==> src/sv/fssl_pkg.sv <==
// ---------------------------------------------------------------------------
// fssl_pkg
// Shared codes, widths and queue entry type of the slave-serial loader.
// ---------------------------------------------------------------------------
`default_nettype none

package fssl_pkg;

	// command opcodes
	localparam logic [1:0] OP_START = 2'd0;
	localparam logic [1:0] OP_DATA  = 2'd1;
	localparam logic [1:0] OP_POLL  = 2'd2;

	// reported status
	localparam logic [1:0] ST_BUSY       = 2'd0;
	localparam logic [1:0] ST_CONFIGURED = 2'd1;
	localparam logic [1:0] ST_TIMEOUT    = 2'd2;

	// job kinds handed to the sequencer
	localparam logic [1:0] JOB_START = 2'd0;
	localparam logic [1:0] JOB_DATA  = 2'd1;
	localparam logic [1:0] JOB_TRAIL = 2'd2;
	localparam logic [1:0] JOB_WAIT  = 2'd3;

	localparam int PULSE_CAP = 10;   // most trailing pulses per poll
	localparam int BYTE_W    = 8;
	localparam int WAIT_W    = 17;
	localparam int MAXW_W    = 16;
	localparam int STEP_W    = 5;    // up to twenty snapshots per job
	localparam int QDEPTH    = 2;
	localparam int QIDX_W    = 1;

	localparam logic [STEP_W-1:0] START_LAST = STEP_W'(2);
	localparam logic [STEP_W-1:0] DATA_LAST  = STEP_W'(2 * BYTE_W - 1);
	localparam logic [STEP_W-1:0] WAIT_LAST  = STEP_W'(1);

	localparam logic [MAXW_W-1:0] MAX_WAIT_RST = MAXW_W'(1000);

	typedef struct packed {
		logic [1:0]        kind;
		logic [BYTE_W-1:0] data;
		logic [1:0]        status;
	} fssl_job_t;

endpackage

`default_nettype wire

==> src/sv/fssl_if.sv <==
// ---------------------------------------------------------------------------
// fssl_cmd_if / fssl_snap_if
// Valid/ready channels for command beats and pin snapshot beats.
// ---------------------------------------------------------------------------
`default_nettype none

interface fssl_cmd_if;
	logic       valid;
	logic       ready;
	logic [1:0] op;
	logic [7:0] data_byte;
	logic       done_level;

	modport source (output valid, op, data_byte, done_level, input ready);
	modport sink   (input valid, op, data_byte, done_level, output ready);
endinterface

interface fssl_snap_if;
	logic       valid;
	logic       ready;
	logic       prog_level;
	logic       cclk_level;
	logic       din_level;
	logic [1:0] status;
	logic       last;

	modport source (output valid, prog_level, cclk_level, din_level, status, last,
		input ready);
	modport sink   (input valid, prog_level, cclk_level, din_level, status, last,
		output ready);
endinterface

`default_nettype wire

==> src/sv/fssl_front.sv <==
// ---------------------------------------------------------------------------
// fssl_front
// Takes command beats, keeps the done-wait count and turns each start, data
// or poll command into a sequencer job.
// ---------------------------------------------------------------------------
`default_nettype none

module fssl_front
	import fssl_pkg::*;
(
	input  wire logic              clk,
	input  wire logic              arst_n,
	fssl_cmd_if.sink               cmd,
	input  wire logic [MAXW_W-1:0] max_wait,
	input  wire logic              q_full,
	output logic                   push,
	output fssl_job_t              job
);

	logic [WAIT_W-1:0] wait_count_q;
	logic [WAIT_W-1:0] wait_inc;
	logic              timeout;
	logic              take;

	assign cmd.ready = !q_full;
	assign take      = cmd.valid && cmd.ready;
	assign wait_inc  = wait_count_q + WAIT_W'(1);
	assign timeout   = wait_inc > {1'b0, max_wait};

	always_comb begin
		push        = 1'b0;
		job.kind    = JOB_START;
		job.data    = cmd.data_byte;
		job.status  = ST_BUSY;
		case (cmd.op)
			OP_START: begin
				push = take;
			end
			OP_DATA: begin
				push     = take;
				job.kind = JOB_DATA;
			end
			OP_POLL: begin
				push = take;
				if (cmd.done_level) begin
					job.kind   = JOB_TRAIL;
					job.status = ST_CONFIGURED;
				end else begin
					job.kind   = JOB_WAIT;
					job.status = timeout ? ST_TIMEOUT : ST_BUSY;
				end
			end
			default: begin
				push = 1'b0;   // unused opcode: dropped
			end
		endcase
	end

	always_ff @(posedge clk or negedge arst_n) begin
		if (!arst_n) begin
			wait_count_q <= '0;
		end else if (take) begin
			case (cmd.op)
				OP_START: wait_count_q <= '0;
				OP_POLL: begin
					if (cmd.done_level || timeout)
						wait_count_q <= '0;
					else
						wait_count_q <= wait_inc;
				end
				default: wait_count_q <= wait_count_q;
			endcase
		end
	end

endmodule

`default_nettype wire

==> src/sv/fssl_queue.sv <==
// ---------------------------------------------------------------------------
// fssl_queue
// Entry storage of the two-entry job queue: one write port, one read port.
// ---------------------------------------------------------------------------
`default_nettype none

module fssl_queue
	import fssl_pkg::*;
(
	input  wire logic              clk,
	input  wire logic              we,
	input  wire logic [QIDX_W-1:0] waddr,
	input  wire fssl_job_t         wdata,
	input  wire logic [QIDX_W-1:0] raddr,
	output fssl_job_t              rdata
);

	fssl_job_t ent_q [QDEPTH];

	always_ff @(posedge clk) begin
		if (we)
			ent_q[waddr] <= wdata;
	end

	assign rdata = ent_q[raddr];

endmodule

`default_nettype wire

==> src/sv/fssl_fifo.sv <==
// ---------------------------------------------------------------------------
// fssl_fifo
// Two-entry job queue between the command front and the pin sequencer.
// ---------------------------------------------------------------------------
`default_nettype none

module fssl_fifo
	import fssl_pkg::*;
(
	input  wire logic      clk,
	input  wire logic      arst_n,
	input  wire logic      push,
	input  wire fssl_job_t wr_job,
	output logic           full,
	input  wire logic      pop,
	output logic           valid,
	output fssl_job_t      rd_job
);

	localparam int CNT_W = $clog2(QDEPTH + 1);

	logic [QIDX_W-1:0] wptr_q;
	logic [QIDX_W-1:0] rptr_q;
	logic [CNT_W-1:0]  fill_q;
	logic              do_pop;

	assign full   = fill_q == CNT_W'(QDEPTH);
	assign valid  = fill_q != '0;
	assign do_pop = pop && valid;

	fssl_queue u_store (
		.clk   (clk),
		.we    (push),
		.waddr (wptr_q),
		.wdata (wr_job),
		.raddr (rptr_q),
		.rdata (rd_job)
	);

	always_ff @(posedge clk or negedge arst_n) begin
		if (!arst_n) begin
			wptr_q <= '0;
			rptr_q <= '0;
			fill_q <= '0;
		end else begin
			if (push)
				wptr_q <= (wptr_q == QIDX_W'(QDEPTH - 1)) ? '0 : wptr_q + QIDX_W'(1);
			if (do_pop)
				rptr_q <= (rptr_q == QIDX_W'(QDEPTH - 1)) ? '0 : rptr_q + QIDX_W'(1);
			case ({push, do_pop})
				2'b10:   fill_q <= fill_q + CNT_W'(1);
				2'b01:   fill_q <= fill_q - CNT_W'(1);
				default: fill_q <= fill_q;
			endcase
		end
	end

endmodule

`default_nettype wire

==> src/sv/fssl_back.sv <==
// ---------------------------------------------------------------------------
// fssl_back
// Pin sequencer: plays one job as a run of pin snapshots into an output
// register, one snapshot per cycle while snap is ready.
// ---------------------------------------------------------------------------
`default_nettype none

module fssl_back
	import fssl_pkg::*;
#(
	parameter int TRAIL_CLOCKS = 10
) (
	input  wire logic      clk,
	input  wire logic      arst_n,
	input  wire fssl_job_t job,
	input  wire logic      q_valid,
	output logic           q_pop,
	fssl_snap_if.source    snap
);

	localparam int TRAIL_N = (TRAIL_CLOCKS < PULSE_CAP) ? TRAIL_CLOCKS : PULSE_CAP;
	localparam logic TRAIL_NONE = (TRAIL_N == 0);
	localparam logic [STEP_W-1:0] TRAIL_LAST =
		STEP_W'((TRAIL_N == 0) ? 0 : 2 * TRAIL_N - 1);

	logic              busy_q;
	logic [1:0]        kind_q;
	logic [BYTE_W-1:0] sh_q;
	logic [1:0]        stat_q;
	logic [STEP_W-1:0] step_q;

	logic              ov_q;
	logic              prog_q, cclk_q, din_q, last_q;
	logic [1:0]        status_q;

	logic              out_free, emit, is_last, load;
	logic [STEP_W-1:0] last_step;
	logic              n_prog, n_cclk, n_din;

	assign out_free = !ov_q || snap.ready;
	assign emit     = busy_q && out_free;

	always_comb begin
		case (kind_q)
			JOB_START: last_step = START_LAST;
			JOB_DATA:  last_step = DATA_LAST;
			JOB_TRAIL: last_step = TRAIL_LAST;
			default:   last_step = WAIT_LAST;
		endcase
	end

	assign is_last = step_q == last_step;
	assign load    = q_valid && (!busy_q || (emit && is_last));
	assign q_pop   = load;

	always_comb begin
		n_prog = 1'b1;
		n_cclk = !step_q[0];
		n_din  = 1'b1;
		case (kind_q)
			JOB_START: begin
				n_prog = step_q != STEP_W'(1);
				n_cclk = 1'b1;
			end
			JOB_DATA:  n_din  = sh_q[BYTE_W-1];
			JOB_TRAIL: n_cclk = !step_q[0] && !TRAIL_NONE;
			default:   n_cclk = !step_q[0];
		endcase
	end

	always_ff @(posedge clk or negedge arst_n) begin
		if (!arst_n) begin
			busy_q <= 1'b0;
			step_q <= '0;
			ov_q   <= 1'b0;
		end else begin
			if (load) begin
				busy_q <= 1'b1;
				step_q <= '0;
			end else if (emit) begin
				busy_q <= !is_last;
				step_q <= step_q + STEP_W'(1);
			end
			if (emit)
				ov_q <= 1'b1;
			else if (snap.ready)
				ov_q <= 1'b0;
		end
	end

	always_ff @(posedge clk) begin
		if (load) begin
			kind_q <= job.kind;
			sh_q   <= job.data;
			stat_q <= job.status;
		end else if (emit && step_q[0]) begin
			sh_q <= {sh_q[BYTE_W-2:0], 1'b0};
		end
		if (emit) begin
			prog_q   <= n_prog;
			cclk_q   <= n_cclk;
			din_q    <= n_din;
			last_q   <= is_last;
			status_q <= is_last ? stat_q : ST_BUSY;
		end
	end

	assign snap.valid      = ov_q;
	assign snap.prog_level = prog_q;
	assign snap.cclk_level = cclk_q;
	assign snap.din_level  = din_q;
	assign snap.status     = status_q;
	assign snap.last       = last_q;

endmodule

`default_nettype wire

==> src/sv/fpga_slave_serial_loader.sv <==
// ---------------------------------------------------------------------------
// fpga_slave_serial_loader
// Slave-serial configuration pin sequencer: commands in, pin snapshots out.
// ---------------------------------------------------------------------------
// Each command beat on cmd becomes a run of pin snapshot beats on snap, one
// snapshot per cycle while snap is ready: a start gives 3 snapshots, a data
// byte 16 (MSB first, clock high then low per bit), a poll with done low 2,
// and a poll with done high 2*min(TRAIL_CLOCKS,10) (1 when TRAIL_CLOCKS is 0).
// The pin sequencer's one-snapshot-per-cycle output register sets the rate,
// so a stream of data bytes moves with no gaps between commands. Commands are
// taken ahead of time into a two-entry queue, and opcode 3 is taken and
// dropped. Status is nonzero only on the last snapshot of a poll. max_wait is
// written through max_wait_we/max_wait_wdata and must only change while no
// command is outstanding.
// ---------------------------------------------------------------------------
`default_nettype none

module fpga_slave_serial_loader
	import fssl_pkg::*;
#(
	parameter int TRAIL_CLOCKS = 10
) (
	input  wire logic              clk,
	input  wire logic              arst_n,
	fssl_cmd_if.sink               cmd,
	fssl_snap_if.source            snap,
	input  wire logic              max_wait_we,
	input  wire logic [MAXW_W-1:0] max_wait_wdata
);

	logic [MAXW_W-1:0] max_wait_q;
	logic              q_full;
	logic              push;
	fssl_job_t         wr_job;
	fssl_job_t         rd_job;
	logic              q_valid;
	logic              q_pop;

	// timeout threshold register
	always_ff @(posedge clk or negedge arst_n) begin
		if (!arst_n)
			max_wait_q <= MAX_WAIT_RST;
		else if (max_wait_we)
			max_wait_q <= max_wait_wdata;
	end

	// front: classify commands, keep the done-wait count
	fssl_front u_front (
		.clk      (clk),
		.arst_n   (arst_n),
		.cmd      (cmd),
		.max_wait (max_wait_q),
		.q_full   (q_full),
		.push     (push),
		.job      (wr_job)
	);

	// job queue decouples command intake from the pin sequencer
	fssl_fifo u_fifo (
		.clk    (clk),
		.arst_n (arst_n),
		.push   (push),
		.wr_job (wr_job),
		.full   (q_full),
		.pop    (q_pop),
		.valid  (q_valid),
		.rd_job (rd_job)
	);

	// back: play jobs as pin snapshots
	fssl_back #(
		.TRAIL_CLOCKS (TRAIL_CLOCKS)
	) u_back (
		.clk     (clk),
		.arst_n  (arst_n),
		.job     (rd_job),
		.q_valid (q_valid),
		.q_pop   (q_pop),
		.snap    (snap)
	);

endmodule

`default_nettype wire
==> src/flat_wrapper.sv <==
// flat-port wrapper written by rule: the top's interface ports become plain ports
module fpga_slave_serial_loader_flat import fssl_pkg::*;
#(
	parameter int TRAIL_CLOCKS = 10
)
  (clk, arst_n, max_wait_we, max_wait_wdata, cmd_valid, cmd_op, cmd_data_byte, cmd_done_level, cmd_ready, snap_valid, snap_prog_level, snap_cclk_level, snap_din_level, snap_status, snap_last, snap_ready);
  fssl_cmd_if cmd_i ();
  fssl_snap_if snap_i ();
  input  wire logic clk;
  input  wire logic arst_n;
  input  wire logic max_wait_we;
  input  wire logic [MAXW_W-1:0] max_wait_wdata;
  input wire logic [$bits(cmd_i.valid)-1:0] cmd_valid;
  input wire logic [$bits(cmd_i.op)-1:0] cmd_op;
  input wire logic [$bits(cmd_i.data_byte)-1:0] cmd_data_byte;
  input wire logic [$bits(cmd_i.done_level)-1:0] cmd_done_level;
  output wire logic [$bits(cmd_i.ready)-1:0] cmd_ready;
  output wire logic [$bits(snap_i.valid)-1:0] snap_valid;
  output wire logic [$bits(snap_i.prog_level)-1:0] snap_prog_level;
  output wire logic [$bits(snap_i.cclk_level)-1:0] snap_cclk_level;
  output wire logic [$bits(snap_i.din_level)-1:0] snap_din_level;
  output wire logic [$bits(snap_i.status)-1:0] snap_status;
  output wire logic [$bits(snap_i.last)-1:0] snap_last;
  input wire logic [$bits(snap_i.ready)-1:0] snap_ready;
  assign cmd_i.valid = cmd_valid;
  assign cmd_i.op = cmd_op;
  assign cmd_i.data_byte = cmd_data_byte;
  assign cmd_i.done_level = cmd_done_level;
  assign cmd_ready = cmd_i.ready;
  assign snap_valid = snap_i.valid;
  assign snap_prog_level = snap_i.prog_level;
  assign snap_cclk_level = snap_i.cclk_level;
  assign snap_din_level = snap_i.din_level;
  assign snap_status = snap_i.status;
  assign snap_last = snap_i.last;
  assign snap_i.ready = snap_ready;
  fpga_slave_serial_loader #(.TRAIL_CLOCKS(TRAIL_CLOCKS)) u_core (.clk(clk), .arst_n(arst_n), .cmd(cmd_i), .snap(snap_i), .max_wait_we(max_wait_we), .max_wait_wdata(max_wait_wdata));
endmodule
==> config.mk <==
export PLATFORM = sky130hd
export DESIGN_NAME = fpga_slave_serial_loader_flat
export DESIGN_NICKNAME = d
export VERILOG_FILES = /design/src/sv/fssl_pkg.sv /design/src/sv/fssl_if.sv /design/src/sv/fssl_front.sv /design/src/sv/fssl_queue.sv /design/src/sv/fssl_fifo.sv /design/src/sv/fssl_back.sv /design/src/sv/fpga_slave_serial_loader.sv /design/src/flat_wrapper.sv
export SDC_FILE = /design/constraint.sdc
export NUM_CORES = 1
export LEC_CHECK = 0
export BUFFER_PORTS_ARGS = -buffer_cell sky130_fd_sc_hd__buf_4
export CAP_MARGIN = 20
export CORE_MARGIN = 1.5
export CORE_UTILIZATION = 35
export CTS_BUF_LIST = sky130_fd_sc_hd__clkbuf_8 sky130_fd_sc_hd__clkbuf_16
export DETAILED_ROUTE_END_ITERATION = 12
export PLACE_DENSITY_LB_ADDON = 0.12
export SYNTH_ARGS = -nofsm -noshare
export SYNTH_HDL_FRONTEND = slang
export SYNTH_SLANG_ARGS = --single-unit
export TNS_END_PERCENT = 1
==> constraint.sdc <==
create_clock -name clk -period 5.6 [get_ports clk]
set_clock_uncertainty 0.1 [all_clocks]
set_input_delay 1.4 -clock clk [delete_from_list [all_inputs] [get_ports clk]]
set_output_delay 1.4 -clock clk [all_outputs]
set_load 0.02 [all_outputs]
# [Word level (Yosys, flattened, before mapping)]
# Memory sizes are Yosys's and may differ from the RTL's.
# Index checks and enable logic that the tools add are counted.
[totals] memories=1 reg_bits=62 in_bits=32 word_cells=79 ram_bits=24 out_inout_bits=8
[classes] n_reduce_logical=24 n_eq_ne=9 magnitude_cmp=1 n_mux=22 addsub=6
[mem_list] memory="u_core.u_fifo.u_store.ent_q" depth=2 width=12 rd=1 rd_clocked_by_memory_dff=0 write_ports=1 line="fssl_queue.sv:18" rtl="fssl_job_t ent_q [QDEPTH];"
[ops] op="$pmux W17 S2" count=1
[ops] op="$add A17 B1 Y17 const B" count=1
[ops] op="$gt A17 B16 Y1" count=1
[ops] op="$mux W17" count=1
[ops] op="$mux W8" count=2
[ops] op="$pmux W5 S3" count=1
[ops] op="$reduce_bool A2 Y1" count=6
[ops] op="$mux W1" count=10
[ops] op="$mux W5" count=2
[ops] op="$eq A2 B2 Y1 const B" count=4
[ops] op="$pmux W2 S2" count=2
[ops] op="$eq A2 B1 Y1 const B" count=3
[ops] op="$logic_and A1 B1 Y1" count=6
[ops] op="$mux W2" count=3
[ops] op="$add A5 B1 Y5 const B" count=1
[ops] op="$eq A5 B5 Y1" count=1
[ops] op="$logic_not A1 Y1" count=5
[ops] op="$ne A5 B1 Y1 const B" count=1
[ops] op="$logic_not A2 Y1" count=2
[ops] op="$logic_or A1 B1 Y1" count=3
[ops] op="$reduce_or A3 Y1" count=1
[ops] op="$add A1 B1 Y1 const B" count=2
[ops] op="$add A2 B1 Y2 const B" count=1
[ops] op="$reduce_and A2 Y1" count=1
[ops] op="$sub A2 B1 Y2 const B" count=1

# [Depth between registers and ports, before layout]
[depth] depth_word=9 mapped_depth=15 depth_no_buf=12

# [Cells and area by module]
# From an unflattened synthesis, not the netlist that was laid out.
[hier_totals] cells_unflattened=340 area_unflattened_um2=4445.5
[modules_own_cells] mod="fssl_front" seq_area_each_um2=425.4 n_inst=1 area_each_um2=1539.0 cells_per_inst=171
[modules_own_cells] mod="fssl_back" seq_area_each_um2=715.7 n_inst=1 area_each_um2=1142.3 cells_per_inst=81
[modules_own_cells] mod="fssl_queue" seq_area_each_um2=720.7 n_inst=1 area_each_um2=917.1 cells_per_inst=39
[modules_own_cells] mod="fpga_slave_serial_loader" seq_area_each_um2=407.9 n_inst=1 area_each_um2=656.9 cells_per_inst=34
[modules_own_cells] mod="fssl_fifo" seq_area_each_um2=100.1 n_inst=1 area_each_um2=190.2 cells_per_inst=15

# [Worst setup path before layout]
# OpenSTA, ideal clock, no wires.
[synth_timing] path_kind="register to register" startpoint="register u_core.u_front.wait_count_q[0]" endpoint="register u_core.u_front.wait_count_q[10]" path_buffers=1 arrival_time_ns=2.991 required_time_ns=5.379 path_stages_with_launch=14 path_slack_ns=2.388 period_less_slack_ns=3.212 setup_time_ns=0.121 path_cell_list="dfrtp_1 > ha_1 > and4_4 > and4_4 > and2_2 > xor2_1 > ha_1 > nand4_1 > nor2_1 > a221oi_1 > a211oi_2 > nor2_4 > buf_6 > a22o_2"
[synth_via] elab_chain_cells=5
[synth_rtl] item="start: declaration" line="fssl_front.sv:20" rtl="logic [WAIT_W-1:0] wait_count_q;"
[synth_rtl] item="start signal: assignment" line="fssl_front.sv:69" rtl="wait_count_q <= wait_inc;"
[synth_rtl] item="start signal: assignment" line="fssl_front.sv:71" rtl="default: wait_count_q <= wait_count_q;"
[synth_rtl] item="$add A17 B1 Y17 (*)" line="fssl_front.sv:27" rtl="assign wait_inc = wait_count_q + WAIT_W'(1);"
[synth_rtl] item="$gt A17 B16 Y1" line="fssl_front.sv:28" rtl="assign timeout = wait_inc > {1'b0, max_wait};"
[synth_rtl] item="$logic_or A1 B1 Y1" line="fssl_front.sv:66" rtl="if (cmd.done_level || timeout)"
[synth_rtl] item="$mux W17 (*)" line="fssl_front.sv:66"
[synth_rtl] item="$pmux W17 S2 (*)" line="fssl_front.sv:63" rtl="case (cmd.op)"
# Mark *: on every way between the ends. The rest lies on a longest branch, timed or not.
# A chain may end at the register's enable or synchronous reset.

# [Final worst setup path]
[layout_timing] startpoint="register u_core.u_front.wait_count_q[0]" endpoint="register u_core.u_front.wait_count_q[2]"
# Same word-level chain as after synthesis.

==> impl_metrics.tcl <==
set metrics [dict create \
    setup_tns_ps 0 \
    yosys.area.top_type "edfxtp_1" \
    drv_cap 0 \
    yosysWarnings 0 \
    drive_gt1_share_pct 28.61 \
    hold_class "register to register" \
    met2_usage_pct 21.69 \
    ys_async_sr_fraction_pct 51.16 \
    fmax_ghz 0.2689 \
    io_pins 40 \
    worstPathRequired_ps 5780 \
    grt-busiest-layer "met2" \
    first_pass_iters 4 \
    yosysUniqueCellTypes 55 \
    ys.flop_type "edfxtp_1" \
    postCtsHoldBufs 0 \
    via_per_inst 4.908 \
    outcome "finished clean" \
    place.detailed.hpwl_um 5615 \
    clk_path_buf_depth 2 \
    finalHoldViolations 0 \
    grt_pass1_vias 2728 \
    route.detailed.drc 0 \
    clk_pin_slew_ps 60 \
    holdPathEnd "u_core.max_wait_q[9]" \
    syn_nets 405 \
    track_usage_pct 14.09 \
    synthTopCellsByCount "edfxtp_1, dfrtp_1, nand2_1" \
    grt_util_met3_pct 3.719 \
    path_max_fanout 13 \
    clock-sinks 86 \
    die_y_um 113.6 \
    pre_cts_ws_ps 1917 \
    r2r_cells 12 \
    syn_inst 349 \
    antenna_found_initial 0 \
    hold_start "u_core.max_wait_q[9]" \
    initial_core_util_pct 35.78 \
    relSlewSlack_pct 50.37 \
    reg2reg_to "u_core.u_front.wait_count_q[2]" \
    fin_crit_ps 3719 \
    total_power_mw 1.892 \
    vias 2660 \
    cts_buffers 9 \
    cts_resized 0 \
    grt_pass1_wl_um 13900 \
    whs_ps 407.3 \
    fp-row-count 40 \
    io_buffers 39 \
    synth_most_common_cell "edfxtp_1" \
    tightestPinTransition_ps 743.1 \
    coreArea_um2 11960 \
    route.detailed.wl_per_inst_um 15.03 \
    fin_crit_sh_pct 66.41 \
    routed_wl_um 8148 \
    die_area_um2 12900 \
    hold_path_depth 2 \
    grt_max_degree 45 \
    synth_area_per_cell_um2 12.26 \
    netlist.area_leader.share_pct 29.47 \
    vdd.ir_drop.worst_v 0.0002025 \
    cp.arrival_ps 3900 \
    post_cts_buffers 0 \
    rsz0062_at_grt "false" \
    overflow 0 \
    place.gp.congestion 0.8264 \
    finalSetupViolations 0 \
    synth_seq_cells 86 \
    syn_area_um2 4280 \
    timing.final.ws_setup_ps 1881 \
    slew_violations 0 \
    dieWidth_um 113.6 \
    r2r_start "u_core.u_front.wait_count_q[0]" \
    r2r_slack_ps 1880 \
    p_leak_nw 2.149 \
    root_buffer "clkbuf_16" \
    synth_area_leaders "edfxtp_1, dfrtp_1, ha_1" \
    fin_nets 446 \
    met1_usage_pct 18.66 \
    clock_latency_ps 340 \
    antenna_cells 0 \
    startpoint_type "register" \
    end_kind "register" \
    ys_seq_area_share_pct 55.36 \
    drtAntennaViolNets 0 \
    setup.worst_path.class "register to register" \
    synth_edf_count 42 \
    htreeDepth 3 \
    cts_tree "built" \
    power.density_nw_per_um2 376.6 \
    area_delta_synth_final_pct 17.36 \
    drt_iter0_markers 118 \
]
-- flip-flops by register name, indices dropped and copies added (netlist names), 2 cells and up --
name and count:
u_core.u_fifo.fill_q 2, u_core.max_wait_q 16, u_core.u_front.wait_count_q 17, u_core.u_back.step_q 5
u_core.u_back.sh_q 8, u_core.u_back.snap.status 2, u_core.u_back.kind_q 2, u_core.u_fifo.u_store.ent_q 24
u_core.u_back.stat_q 2
-- logic make-up (layout without fill, tap and decap cells) --
kind of cell    count (synthesis)  in the layout  share of synthesized area (%)
compound gates                 62             62                          10.93
xor+xnor                       23             23                          4.706
fa+ha+maj                      24             24                          7.016
buf+inv                        32             78                          3.595
flops                          86             86                          55.36
mux                            20             20                          5.233
simple gates                  102            102                          13.15
-- where the power goes --
group	internal [mW]	total [mW]	switching, mW
clock network	0.393	0.655	0.262
registers	0.797	0.888	0.0909
logic	0.170	0.349	0.179
total	1.36	1.89	0.531
-- worst max-delay path by stage --
stage	start	to	slack (ps)	cells past startpoint
after detailed placement	u_core.u_front.wait_count_q[0]	u_core.u_front.wait_count_q[2]	1920	12
after floorplan	u_core.u_front.wait_count_q[0]	u_core.u_front.wait_count_q[10]	2390	13
final	u_core.u_front.wait_count_q[0]	u_core.u_front.wait_count_q[2]	1880	12
after CTS	u_core.u_front.wait_count_q[0]	u_core.u_front.wait_count_q[2]	1880	12
after global routing	u_core.u_front.wait_count_q[0]	u_core.u_front.wait_count_q[11]	1570	12
after global placement	u_core.u_front.wait_count_q[0]	u_core.u_front.wait_count_q[2]	2080	12
-- cell usage in the layout (no fill, tap or decap), drive strengths merged, types with 4 or more instances in the layout --
cell type,count
a22o,11
edfxtp,42
nor2,21
clkbuf,9
and2,9
mux2,19
o31ai,5
xnor2,10
nor3,6
dfstp,6
a21o,5
ha,24
nand3,8
o21ai,21
a21oi,8
and3,4
nand4,6
inv,24
dfrtp,38
xor2,13
nand2,29
buf,41
-- metal layers --
layer	share of wire, %	vias up
met5	0	-
met3	4.0	16
met2	46	29
met1	48	1283
li1	-	1332
met4	2.1	0
-- through the flow --
step / std cells / util [%] / area, µm²
after CTS: 542 / 42.00 / 5024
after floorplan: 349 / - / 4280
final: 542 / 42.00 / 5024
after global placement: 525 / 39.21 / 4690
after global routing: 542 / 42.00 / 5024
after detailed placement: 526 / 39.30 / 4701
-- layout make-up --
| cell class | count | area [µm²] |
|---|---|---|
| clock inverters | 7 | 97.59 |
| multi-input cells | 231 | 1757 |
| clock buffers | 9 | 225.2 |
| well taps | 147 | 183.9 |
| flip-flops and latches | 86 | 2370 |
| repair buffers | 41 | 311.5 |
| inverters | 21 | 78.83 |
| fillers | 1106 | 6938 |
-- critical path, cell delays in order, from the launching register on --
cell,delay (ps)
dfrtp_1,450
ha_1,300
and4_4,230
and4_4,190
and2_2,210
xor2_1,140
ha_1,300
nand4_1,150
nor4_1,490
a41o_2,300
o2111ai_4,190
nor2_4,380
a22o_2,220
(Power assumes the default switching activity.)
